### config.mk
export PLATFORM = sky130hd
export DESIGN_NAME = domain_name_validator_flat
export DESIGN_NICKNAME = d
export VERILOG_FILES = /design/src/dnv_pkg.sv /design/src/dnv_if.sv /design/src/dnv_step.sv /design/src/domain_name_validator.sv /design/src/flat_wrapper.sv
export SDC_FILE = /design/constraint.sdc
export NUM_CORES = 1
export LEC_CHECK = 0
export ABC_AREA = 1
export BUFFER_PORTS_ARGS = -buffer_cell sky130_fd_sc_hd__buf_2
export CAP_MARGIN = 5
export CORE_MARGIN = 2
export CORE_UTILIZATION = 45
export CTS_CLUSTER_DIAMETER = 120
export DETAILED_ROUTE_END_ITERATION = 8
export PLACE_DENSITY_LB_ADDON = 0.05
export SYNTH_ARGS = -nofsm -noshare
export SYNTH_HDL_FRONTEND = slang
export SYNTH_HIERARCHICAL = 1
export SYNTH_SLANG_ARGS = --single-unit
export TNS_END_PERCENT = 20
### constraint.sdc
create_clock -name i_clk -period 2.2 [get_ports i_clk]
set_input_delay 0.66 -clock i_clk [delete_from_list [all_inputs] [get_ports i_clk]]
set_output_delay 0.66 -clock i_clk [all_outputs]
set_load 0.02 [all_outputs]
### src/dnv_pkg.sv
// Package for the domain name validator: register indexes, field widths,
// the per-name state type and the character class helper. No dependencies.
package dnv_pkg;

    localparam int unsigned BYTE_W  = 8;
    localparam int unsigned COUNT_W = 8;
    localparam int unsigned CFG_IDX_W = 1;

    localparam logic [CFG_IDX_W-1:0] REG_MAX_NAME_LENGTH  = 1'd0;
    localparam logic [CFG_IDX_W-1:0] REG_MAX_LABEL_LENGTH = 1'd1;

    localparam logic [COUNT_W-1:0] RST_MAX_NAME_LENGTH  = 8'd253;
    localparam logic [COUNT_W-1:0] RST_MAX_LABEL_LENGTH = 8'd63;
    localparam logic [COUNT_W-1:0] COUNT_SAT = 8'd255;

    localparam logic [BYTE_W-1:0] CHAR_HYPHEN = 8'h2D;
    localparam logic [BYTE_W-1:0] CHAR_DOT    = 8'h2E;

    typedef struct packed {
        logic [COUNT_W-1:0] total_count;
        logic [COUNT_W-1:0] label_count;
        logic               at_label_start;
        logic               prev_alnum;
        logic               error_seen;
    } t_name_state;

    localparam t_name_state NAME_STATE_CLEAR = '{
        total_count:    '0,
        label_count:    '0,
        at_label_start: 1'b1,
        prev_alnum:     1'b0,
        error_seen:     1'b0
    };

    function automatic logic is_alnum(input logic [BYTE_W-1:0] c);
        return (c >= 8'h30 && c <= 8'h39) ||
               (c >= 8'h41 && c <= 8'h5A) ||
               (c >= 8'h61 && c <= 8'h7A);
    endfunction

endpackage

### src/dnv_if.sv
// Channel interfaces of the domain name validator: byte input, verdict
// output and configuration write. Depends on dnv_pkg.
interface dnv_in_if import dnv_pkg::*; ();
    logic              valid;
    logic              ready;
    logic [BYTE_W-1:0] name_byte;
    logic              last_byte;

    modport source (output valid, output name_byte, output last_byte, input ready);
    modport sink   (input valid, input name_byte, input last_byte, output ready);
endinterface

interface dnv_out_if;
    logic valid;
    logic ready;
    logic name_valid;

    modport source (output valid, output name_valid, input ready);
    modport sink   (input valid, input name_valid, output ready);
endinterface

interface dnv_cfg_if import dnv_pkg::*; ();
    logic                 valid;
    logic                 ready;
    logic [CFG_IDX_W-1:0] index;
    logic [COUNT_W-1:0]   data;

    modport source (output valid, output index, output data, input ready);
    modport sink   (input valid, input index, input data, output ready);
endinterface

### src/dnv_step.sv
// Per-byte update of the name state: character class, label rules and
// saturating length counters. Depends on dnv_pkg.
module dnv_step import dnv_pkg::*; (
    input  logic [BYTE_W-1:0]  i_name_byte,
    input  t_name_state        i_state,
    input  logic [COUNT_W-1:0] i_max_name_length,
    input  logic [COUNT_W-1:0] i_max_label_length,
    output t_name_state        o_state,
    output logic               o_name_valid
);

    logic               w_alnum;
    logic               w_dot;
    logic               w_hyphen;
    logic               w_total_sat;
    logic               w_label_sat;
    logic [COUNT_W-1:0] w_total_next;
    logic [COUNT_W-1:0] w_label_inc;
    logic               w_err;

    always_comb begin
        w_alnum  = is_alnum(i_name_byte);
        w_dot    = (i_name_byte == CHAR_DOT);
        w_hyphen = (i_name_byte == CHAR_HYPHEN);

        w_total_sat  = (i_state.total_count == COUNT_SAT);
        w_total_next = w_total_sat ? i_state.total_count : i_state.total_count + 8'd1;
        w_label_sat  = (i_state.label_count == COUNT_SAT);
        w_label_inc  = w_label_sat ? i_state.label_count : i_state.label_count + 8'd1;

        w_err = i_state.error_seen || w_total_sat || (w_total_next > i_max_name_length);

        o_state = i_state;
        o_state.total_count = w_total_next;

        if (w_dot) begin
            if (i_state.at_label_start || !i_state.prev_alnum) begin
                w_err = 1'b1;
            end
            o_state.label_count    = '0;
            o_state.at_label_start = 1'b1;
            o_state.prev_alnum     = 1'b0;
        end else if (w_alnum || w_hyphen) begin
            // A hyphen may not open a label; both classes count toward its length.
            if (w_hyphen && i_state.at_label_start) begin
                w_err = 1'b1;
            end
            if (w_label_sat || (w_label_inc > i_max_label_length)) begin
                w_err = 1'b1;
            end
            o_state.label_count    = w_label_inc;
            o_state.at_label_start = 1'b0;
            o_state.prev_alnum     = w_alnum;
        end else begin
            w_err = 1'b1;
            o_state.at_label_start = 1'b0;
            o_state.prev_alnum     = 1'b0;
        end

        o_state.error_seen = w_err;
        o_name_valid = !w_err && !o_state.at_label_start && o_state.prev_alnum;
    end

endmodule

### src/domain_name_validator.sv
// Top level of the domain name validator: input register, state update and
// verdict register. Depends on dnv_pkg, the dnv_*_if interfaces and dnv_step.
//
// How to use this block:
// A domain name is sent on i_in one byte per item, in order, with last_byte
// set on its final byte. Only the final byte produces a result: one item on
// o_out whose name_valid is 1 when the name is a well-formed host name (labels
// of letters, digits and inner hyphens, separated by single dots, within the
// label and name length limits). Other bytes produce nothing.
// Two limits are written on i_cfg: index 0 is the greatest name length and
// index 1 the greatest label length. Write them only while no name is in
// progress. The configuration channel is always ready.
// Timing: a byte is captured in the input register; the state update then runs
// on it there and, for a final byte, the verdict is loaded into the output
// register once that register is free. One byte is accepted every cycle
// while no final byte waits in the input register, since the state update
// is a single short compare-and-increment step.
// When the receiver stalls, the verdict waits in the output register; further
// non-final bytes keep flowing, and a final byte waits in the input register
// until the output register is free, which then holds off i_in.
// Reset (synchronous, active low) empties both registers, restores the limits
// to 253 and 63, and clears the per-name state.
module domain_name_validator import dnv_pkg::*; (
    input  logic          i_clk,
    input  logic          i_rst_n,
    dnv_in_if.sink        i_in,
    dnv_out_if.source     o_out,
    dnv_cfg_if.sink       i_cfg
);

    // Limit registers.
    logic [COUNT_W-1:0] r_max_name_length;
    logic [COUNT_W-1:0] r_max_label_length;

    // Input register.
    logic               r_s_valid;
    logic [BYTE_W-1:0]  r_s_byte;
    logic               r_s_last;

    // Name state and output register.
    t_name_state        r_state;
    t_name_state        n_state;
    logic               r_out_valid;
    logic               r_out_name_valid;

    logic               w_out_free;
    logic               w_s_fire;
    logic               w_in_accept;
    logic               w_verdict;

    dnv_step u_step (
        .i_name_byte        (r_s_byte),
        .i_state            (r_state),
        .i_max_name_length  (r_max_name_length),
        .i_max_label_length (r_max_label_length),
        .o_state            (n_state),
        .o_name_valid       (w_verdict)
    );

    // A non-final byte never needs the output register; a final one does.
    assign w_out_free  = !r_out_valid || o_out.ready;
    assign w_s_fire    = r_s_valid && (!r_s_last || w_out_free);
    assign i_in.ready  = !r_s_valid || w_s_fire;
    assign w_in_accept = i_in.valid && i_in.ready;

    assign o_out.valid      = r_out_valid;
    assign o_out.name_valid = r_out_name_valid;
    assign i_cfg.ready      = 1'b1;

    always_ff @(posedge i_clk) begin
        if (!i_rst_n) begin
            r_max_name_length  <= RST_MAX_NAME_LENGTH;
            r_max_label_length <= RST_MAX_LABEL_LENGTH;
        end else if (i_cfg.valid) begin
            case (i_cfg.index)
                REG_MAX_NAME_LENGTH:  r_max_name_length  <= i_cfg.data;
                REG_MAX_LABEL_LENGTH: r_max_label_length <= i_cfg.data;
                default: ;
            endcase
        end
    end

    always_ff @(posedge i_clk) begin
        if (!i_rst_n) begin
            r_s_valid <= 1'b0;
        end else if (i_in.ready) begin
            r_s_valid <= i_in.valid;
        end
    end

    always_ff @(posedge i_clk) begin
        if (w_in_accept) begin
            r_s_byte <= i_in.name_byte;
            r_s_last <= i_in.last_byte;
        end
    end

    // The final byte hands out its verdict and returns the state to clear.
    always_ff @(posedge i_clk) begin
        if (!i_rst_n) begin
            r_state <= NAME_STATE_CLEAR;
        end else if (w_s_fire) begin
            r_state <= r_s_last ? NAME_STATE_CLEAR : n_state;
        end
    end

    always_ff @(posedge i_clk) begin
        if (!i_rst_n) begin
            r_out_valid <= 1'b0;
        end else if (w_out_free) begin
            r_out_valid <= w_s_fire && r_s_last;
        end
    end

    always_ff @(posedge i_clk) begin
        if (w_out_free && w_s_fire && r_s_last) begin
            r_out_name_valid <= w_verdict;
        end
    end

endmodule

### src/flat_wrapper.sv
// flat-port wrapper written by rule: the top's interface ports become plain ports
module domain_name_validator_flat import dnv_pkg::*;
  (i_clk, i_rst_n, i_in_valid, i_in_name_byte, i_in_last_byte, i_in_ready, o_out_valid, o_out_name_valid, o_out_ready, i_cfg_valid, i_cfg_index, i_cfg_data, i_cfg_ready);
  dnv_in_if i_in_i ();
  dnv_out_if o_out_i ();
  dnv_cfg_if i_cfg_i ();
  input  logic i_clk;
  input  logic i_rst_n;
  input wire logic [$bits(i_in_i.valid)-1:0] i_in_valid;
  input wire logic [$bits(i_in_i.name_byte)-1:0] i_in_name_byte;
  input wire logic [$bits(i_in_i.last_byte)-1:0] i_in_last_byte;
  output wire logic [$bits(i_in_i.ready)-1:0] i_in_ready;
  output wire logic [$bits(o_out_i.valid)-1:0] o_out_valid;
  output wire logic [$bits(o_out_i.name_valid)-1:0] o_out_name_valid;
  input wire logic [$bits(o_out_i.ready)-1:0] o_out_ready;
  input wire logic [$bits(i_cfg_i.valid)-1:0] i_cfg_valid;
  input wire logic [$bits(i_cfg_i.index)-1:0] i_cfg_index;
  input wire logic [$bits(i_cfg_i.data)-1:0] i_cfg_data;
  output wire logic [$bits(i_cfg_i.ready)-1:0] i_cfg_ready;
  assign i_in_i.valid = i_in_valid;
  assign i_in_i.name_byte = i_in_name_byte;
  assign i_in_i.last_byte = i_in_last_byte;
  assign i_in_ready = i_in_i.ready;
  assign o_out_valid = o_out_i.valid;
  assign o_out_name_valid = o_out_i.name_valid;
  assign o_out_i.ready = o_out_ready;
  assign i_cfg_i.valid = i_cfg_valid;
  assign i_cfg_i.index = i_cfg_index;
  assign i_cfg_i.data = i_cfg_data;
  assign i_cfg_ready = i_cfg_i.ready;
  domain_name_validator u_core (.i_clk(i_clk), .i_rst_n(i_rst_n), .i_in(i_in_i), .o_out(o_out_i), .i_cfg(i_cfg_i));
endmodule
# After elaboration in Yosys (flattened, before gate mapping)
# Cells that the tools add are included.
[word_totals]
reg_bits = 47
inputBits = 23
out_inout_bits = 4
word_cells = 69
[classes]
addsub = 2
magnitude_cmp = 8
n_eq_ne = 4
n_mux = 11
bitwise_logic = 1
reduce_logical = 31
[ops]
columns = ["op", "count"]
rows = [
  ["2-to-1 mux 8 bit", 3],
  ["2-to-1 mux 19 bit", 1],
  ["adder 8 x 1 -> 8 bit, second input constant", 2],
  ["== test 8 x 6 -> 1 bit, second input constant", 2],
  ["== test 8 bit, second input constant", 2],
  [">= comparator 8 x 7 -> 1 bit, second input constant", 2],
  ["> comparator 8 bit", 2],
  ["less-or-equal comparator 8 x 7 -> 1 bit, second input constant", 2],
  ["logical AND 1 bit", 11],
  ["logical OR 1 bit", 10],
  ["2-to-1 mux 10 bit", 1],
  [">= comparator 8 x 6 -> 1 bit, second input constant", 1],
  ["less-or-equal comparator 8 x 6 -> 1 bit, second input constant", 1],
  ["logical NOT 1 bit", 6],
  ["2-to-1 mux 1 bit", 6],
  ["AND reduction 2 bit", 3],
  ["nonzero test 3 bit", 1],
  ["NOT 1 bit", 1],
]

# Depth between registers and ports, before layout
# Gate-level depths: netlist of the first run.
[logic_depth]
word_depth = 11
ltp_mapped = 21

# Hierarchy
# The synthesis of the first run kept the hierarchy.
[by_module_without_submodules]
columns = ["module", "instances", "cells_each", "area_per_inst_um2", "seq_area_each_um2"]
rows = [
  ["domain_name_validator", 1, 180, 1644.1, 1041.0],
  ["dnv_step", 1, 213, 1189.9, 0.0],
]

# Worst setup path after synthesis of the first run
# No wires, ideal clock.
[synth_timing]
path_kind = "register -> register"
start = "register u_core/r_state[11] in the netlist's numbering"
end = "register u_core/r_state[0] in the netlist's numbering"
setup_ps = 120
arrival_time_ps = 2189
t_required_ps = 2080
setup_slack_ps = -110
path_stages_with_launch = 17
n_path_buf = 1
path_cell_list = "dfxtp_1 -> ha_1 -> nand2_1 -> nor3_4 -> nand3_4 -> nand3_1 -> xor2_1 -> ha_1 -> a21oi_1 -> o21a_1 -> nand2_1 -> nand2_1 -> and2_1 -> nand2_1 -> buf_4 -> nand2_1 -> a21oi_1"
[synth_lines]
columns = ["item", "line", "text"]
rows = [
  ["start: declaration", "domain_name_validator.sv:41", "t_name_state r_state;"],
  ["start signal: assignment", "domain_name_validator.sv:103", "r_state <= r_s_last ? NAME_STATE_CLEAR : n_state;"],
]

==> reports/qor.yml, run 1 <==
worst_hold_path:
  hold_path_class: "flip-flop to flip-flop"
detailed_routing:
  drc: 0
  wl_per_cell_um: 12.30
  ant_nets: 0
  drt_iter0_drc: 107
  totalWireLength_um: 6406
  vias: 2556
  vias_per_cell: 4.906
  firstDrtPassIters: 4
power:
  power_leakage_nw: 1.792
  p_sw_share_pct: 28.69
  pwr-share-clk_pct: 32.5
  finalPower_mw: 1.732
  p_sw_mw: 0.4970
  ir_drop_mv: 0.3591
  p_seq_share_pct: 54.7
  p_per_area_mw_per_mm2: 506.6
  combinationalPowerShare_pct: 12.8
  internal_power_mw: 1.235
worst_setup_path:
  path_max_fanout: 3
  worstPathArrival_ns: 2.50
  crit_type: "flip-flop to flip-flop"
  cp_data_required_time_ns: 2.45
  crit_chain: "buf_4 > nand3_2 > inv_1 > nand4_1 > a21oi_2 > o21ai_1 > ha_1 > nand2_2 > o21a_1 > nand2_1 > nand2_1 > and2_1 > nand2_1 > nand2_1 > a21oi_2"
  setup.worst_path.start_class: "flip-flop"
  cp_slowest_stage_delay_ns: 0.36
  slowest_stage: "dfxtp_2"
  cpMostUsedCell: "nand2_1"
  worstSetupEndpointType: "flip-flop"
synth:
  ys_top_cells_by_area: "dfxtp_1 26%, nand2_1 16%, edfxtp_1 11%, ha_1 7.9%, inv_1 6.9%"
  async_reset_ff_share_pct: 0
  muxShareOfSynthArea_pct: 0
  ys_types: 38
  seq_area_frac_synth_pct: 36.73
  synthAdderAreaFrac_pct: 7.947
  yosysWarnings: 6
  ys_ff_latch: 47
  synth_top_family_by_area: "simple AND/OR/NAND/NOR gates"
  synth_area_mm2: 0.002834
  synthDominantCellAreaShare_pct: 26.14
  synth-main-ff-cell: "dfxtp_1"
  synth_compound_gate_area_share_pct: 7.991
  synthCells: 393
  yosys.area_share.simple_pct: 33.55
  synth_area_per_cell_um2: 7.211
  syn_nets: 434
  synth_edf_count: 10
  synth_area_leader_cell: "dfxtp_1"
  synth-xor-area-share_pct: 3.355
placed_design:
  detailedPlace.worstSlack_ns: -0.1125
  place_area_mm2: 0.003199
  hpwl_um: 4663
  placedCellCount: 510
  gp_congestion: 0.8270
  io_buffers: 25
layout:
  num_antenna_cells: 0
  instances_no_fill: 521
  post-route-util_pct: 57.08
  fin_area_mm2: 0.003420
  areaGrowthSynthToFinish_pct: 20.66
  nets: 486
  layout-drive-gt1-share_pct: 24.66
die:
  die_w_um: 83.36
  start_util_pct: 47.31
  die_y_um: 83.36
  rows: 28
  pin_count: 27
  die_area_mm2: 0.006949
  core_area_mm2: 0.005991
clock_network:
  cts_root_buf: "clkbuf_8"
  clkLatencyLatePin_ns: 0.31
  clk_pin_slew_ns: 0.09
  cts_buffers: 5
  cts_tree: "done"
  htreeDepth: 2
  clock_path_buffers: 2
  numClockSinks: 47
global_routing:
  antenna_found_initial: 0
  grt_use_total_pct: 19.31
  grt_overflow: 0
  grt_max_degree: 20
  grt_first_pass_wirelength_um: 11070
  grt_pass1_vias: 2468
sta:
  finalCriticalPeriod_ns: 2.253
  hold_ws_ns: 0.4709
  period_share_pct: 102.4
  rsz0062_at_grt: "true"
  clock.fmax_mhz: 443.8
  hold_violations: 0
  drv_slew: 0
  setup-tns-final_ns: -0.05330
  layout_setup_ws_ns: -0.05330
  setup_viol: 1
  fin_skew_ns: 0.009578
status:
  status: "complete, but fails checks"
  violations: "setup timing"
run:
  maxCapViolations: 0
cells by family (layout without fill, tap and decap cells):
kind of cell    after synthesis  after routing
buf+inv                      67            120
compound gates               43             43
other cells                   1              1
simple gates                207            207
xor+xnor                     10             10
fa+ha+maj                    18             18
flops                        47             47
power groups by stage:
stage	Combinational, mW	Clock (mW)	Sequential, mW
4_1_cts	0.221	0.579	0.948
2_1_floorplan	0.155	0	0.964
3_5_place_dp	0.218	0	0.967
3_3_place_gp	0.214	0	0.966
6_report	0.222	0.563	0.947
5_1_grt	0.260	0.615	0.953
worst max-delay path: cells and delay by family (launching register included):
kind,cells,cell delay (ns)
AND/OR/NAND/NOR,8,0.67
AO/OA/AOI/OAI,4,0.60
flip-flops,1,0.36
adder cells (fa/ha/maj),1,0.34
buffers and inverters,2,0.24
state kept, by name, summed over array words and instances, names as in the netlist:
name	cells
u_core/o_out.valid	1
u_core/r_s_valid	1
u_core/o_out.name_valid	1
u_core/r_s_byte	8
u_core/r_s_last	1
u_core/r_state	19
u_core/r_max_name_length	8
u_core/r_max_label_length	8
path summary, 6_finish.rpt:
check                          start                 to  slack [ns]  cells after the start
setup / recovery  u_core/r_state[11]  u_core/r_state[0]       -0.05                     15
hold / removal     u_core/r_state[1]  u_core/r_state[1]        0.47                      2
setup reg to reg  u_core/r_state[11]  u_core/r_state[0]       -0.05                     15
hold reg to reg    u_core/r_state[1]  u_core/r_state[1]        0.47                      2
cells in the mapped netlist, types with 4 or more instances:
master    instances
edfxtp_1         10
o21ai_1           9
xor2_1            7
nand3_1          30
dfxtp_1          37
nand4_1           7
inv_2             4
o21ai_0           6
ha_1             18
nand2_1         118
nor2_1           34
a21oi_1          24
buf_4             4
inv_1            52
layout by cell type, fill, tap and decap left out, types with 5 or more instances in the layout:
cell type / Yosys / final
inv_1: 52 / 52
edfxtp_1: 10 / 10
dfxtp_1: 37 / 31
nand3_1: 30 / 27
nand3_2: 3 / 5
clkbuf_8: 0 / 5
buf_2: 1 / 25
dfxtp_2: 0 / 5
o21ai_1: 9 / 11
xor2_1: 7 / 6
ha_1: 18 / 15
nand2_1: 118 / 114
nand4_1: 7 / 7
nor2_2: 3 / 7
nor2_1: 34 / 30
buf_4: 4 / 29
a21oi_1: 24 / 21
nand2_2: 2 / 5
metal layers:
metal	GRT usage (%)	wire, um
met4	5.663	65
met5	0	0
met1	27.06	3234
met2	30.65	2894
met3	3.181	210
timing repair:
item,in CTS,in global routing
gates resized for setup,16,11
cloned,0,0
endpoints found under the setup margin,2,2
pin swaps,12,8
buffers inserted,2,1
hold buffers,0,0
area by class of cell:
type	instances	area, um2
multi-input combinational	279	1618
timing repair buffer	54	342.8
fill	600	2571
tap	75	93.84
sequential	47	1051
clock inverter	3	22.52
inverter	58	222.7
clock buffer	5	68.82
Note: power is estimated with default switching activity, not from simulation.
==> run 2: changes to the inputs <==
GPL_TIMING_DRIVEN = 0   (was not set)
==> run 2 against run 1 <==
Net effect:
- the run still ends with setup timing left
- final area fell by 1.9%
- first-iteration DRC count down 0.93%
- worst hold slack got worse by 0.0088 ns
- via count shrank 3.8%
- clock power rose by 1%
- wire length down 2.4%
- utilization decreased by 1.1 points
- clock skew decreased by 0.0020 ns
- critical path type unchanged
- critical endpoint unchanged
- largest power group unchanged
==> reports/qor.yml, run 2 (same netlist as run 1, synthesis figures left out) <==
status:
  status: "complete, but fails checks"
  violations: "setup timing"
sta:
  clock.fmax_mhz: 435.4
  hold_ws_ns: 0.4620
  rsz0062_at_grt: "true"
  drv_slew: 0
  hold_violations: 0
  period_share_pct: 104.4
  finalCriticalPeriod_ns: 2.297
  fin_skew_ns: 0.007543
  setup_viol: 2
  layout_setup_ws_ns: -0.09696
clock_network:
  clock_path_buffers: 2
  cts_buffers: 5
  cts_root_buf: "clkbuf_8"
  clkLatencyLatePin_ns: 0.31
  numClockSinks: 47
  cts_tree: "done"
  htreeDepth: 2
  clk_pin_slew_ns: 0.10
layout:
  post-route-util_pct: 55.99
  fill_cells: 604
  layout-drive-gt1-share_pct: 23.22
  nets: 475
  areaGrowthSynthToFinish_pct: 18.37
  largest_register: "u_core/r_state"
  largest_register_ffs: 19
  layout_common_cells: "116 x nand2_1, 51 x inv_1, 31 x nor2_1, 28 x nand3_1, 26 x dfxtp_1"
  num_antenna_cells: 0
  final_common_cell: "nand2_1"
  fin_area_mm2: 0.003354
detailed_routing:
  ant_nets: 0
  firstDrtPassIters: 4
  wl_per_cell_um: 12.26
  drt_iter0_drc: 106
  vias_per_cell: 4.822
  vias: 2459
  drc: 0
  totalWireLength_um: 6254
worst_hold_path:
  hold_path_class: "flip-flop to flip-flop"
die:
  pin_count: 27
  die_area_mm2: 0.006949
  die_y_um: 83.36
  core_area_mm2: 0.005991
  die_w_um: 83.36
  rows: 28
  start_util_pct: 47.31
power:
  power_leakage_nw: 1.734
  p_per_area_mw_per_mm2: 518.0
  ir_drop_mv: 0.2838
global_routing:
  antenna_found_initial: 0
  grt_first_pass_wirelength_um: 10540
  grt_pass1_vias: 2299
  grt_max_degree: 16
  grt_overflow: 0
  grt_use_total_pct: 18.56
worst_setup_path:
  setup.worst_path.start_class: "flip-flop"
  crit_type: "flip-flop to flip-flop"
  worstPathArrival_ns: 2.54
  path_max_fanout: 2
  cp_data_required_time_ns: 2.44
  worstSetupEndpointType: "flip-flop"
placed_design:
  hpwl_um: 4534
  place_area_mm2: 0.003072
  io_buffers: 24
  gp_congestion: 0.8368
run:
  maxCapViolations: 0
## run 2: cell types whose count changed in the layout (fill, tap and decap cells not counted), sizes merged
cell	delta
clkinvlp	+1
buf	-12
clkbuf	+2
inv	-2
## run 2: worst paths after layout
check / startpoint / endpoint / slack, ns / cells after the start
setup / recovery: u_core/r_state[11] / u_core/r_state[0] / -0.1 / 16
hold / removal: u_core/r_max_name_length[3] / u_core/r_max_name_length[3] / 0.46 / 2
setup reg to reg: u_core/r_state[11] / u_core/r_state[0] / -0.1 / 16
hold reg to reg: u_core/r_max_name_length[3] / u_core/r_max_name_length[3] / 0.46 / 2
## run 2: worst max-delay path, cell delays in order, from the launching register on
cell     delay (ns)
dfxtp_4        0.37
buf_4          0.12
nand3_2        0.11
inv_2          0.10
nand4_1        0.14
a21oi_2        0.20
o21ai_2        0.09
ha_1           0.31
nand2_1        0.09
nor2_2         0.14
nand2_1        0.06
nand2_1        0.07
nand2_2        0.06
and2_1         0.15
nand2_1        0.06
nand2_1        0.06
a21oi_2        0.11
## run 2: layer usage
metal	track usage, %	up-vias	share of wire, %
li1	-	1325	-
met1	27.33	1092	52
met3	3.678	5	2.7
met4	3.726	0	0.72
met2	28.23	37	45
met5	0	-	0
## run 2: layout make-up
class	count	area (um2)	share of cell area, %
sequential	47	1062	31.67
timing repair buffer	35	202.7	6.043
tap	75	93.84	2.797
clock inverter	2	16.27	0.4849
multi-input combinational	279	1609	47.97
clock buffer	6	82.58	2.462
inverter	58	222.7	6.639
buffer	8	65.06	1.940
## run 2: per-stage QoR
stage	setup slack, ns	setup TNS (ns)	instances	power [mW]
5_1_grt	-0.3106	-0.4639	510	1.835
2_1_floorplan	-0.04984	-0.04984	393	1.118
3_3_place_gp	-0.3517	-0.5272	492	1.181
6_report	-0.09696	-0.1350	510	1.738
4_1_cts	-0.05536	-0.05987	510	1.755
3_5_place_dp	-0.3453	-0.4930	492	1.185
## run 2: power by group
group          leakage [nW]  internal [mW]  switching [mW]
clock network        0.0474          0.257           0.311
registers             0.406          0.917          0.0305
logic                  1.28         0.0878           0.134
## run 2: repair_timing
item | 4_1_cts | 5_1_grt
setup buffers | 11 | 0
gates resized for setup | 20 | 12
hold buffers | 0 | 0
pin swaps | 14 | 1
endpoints found under the setup margin | 2 | 2
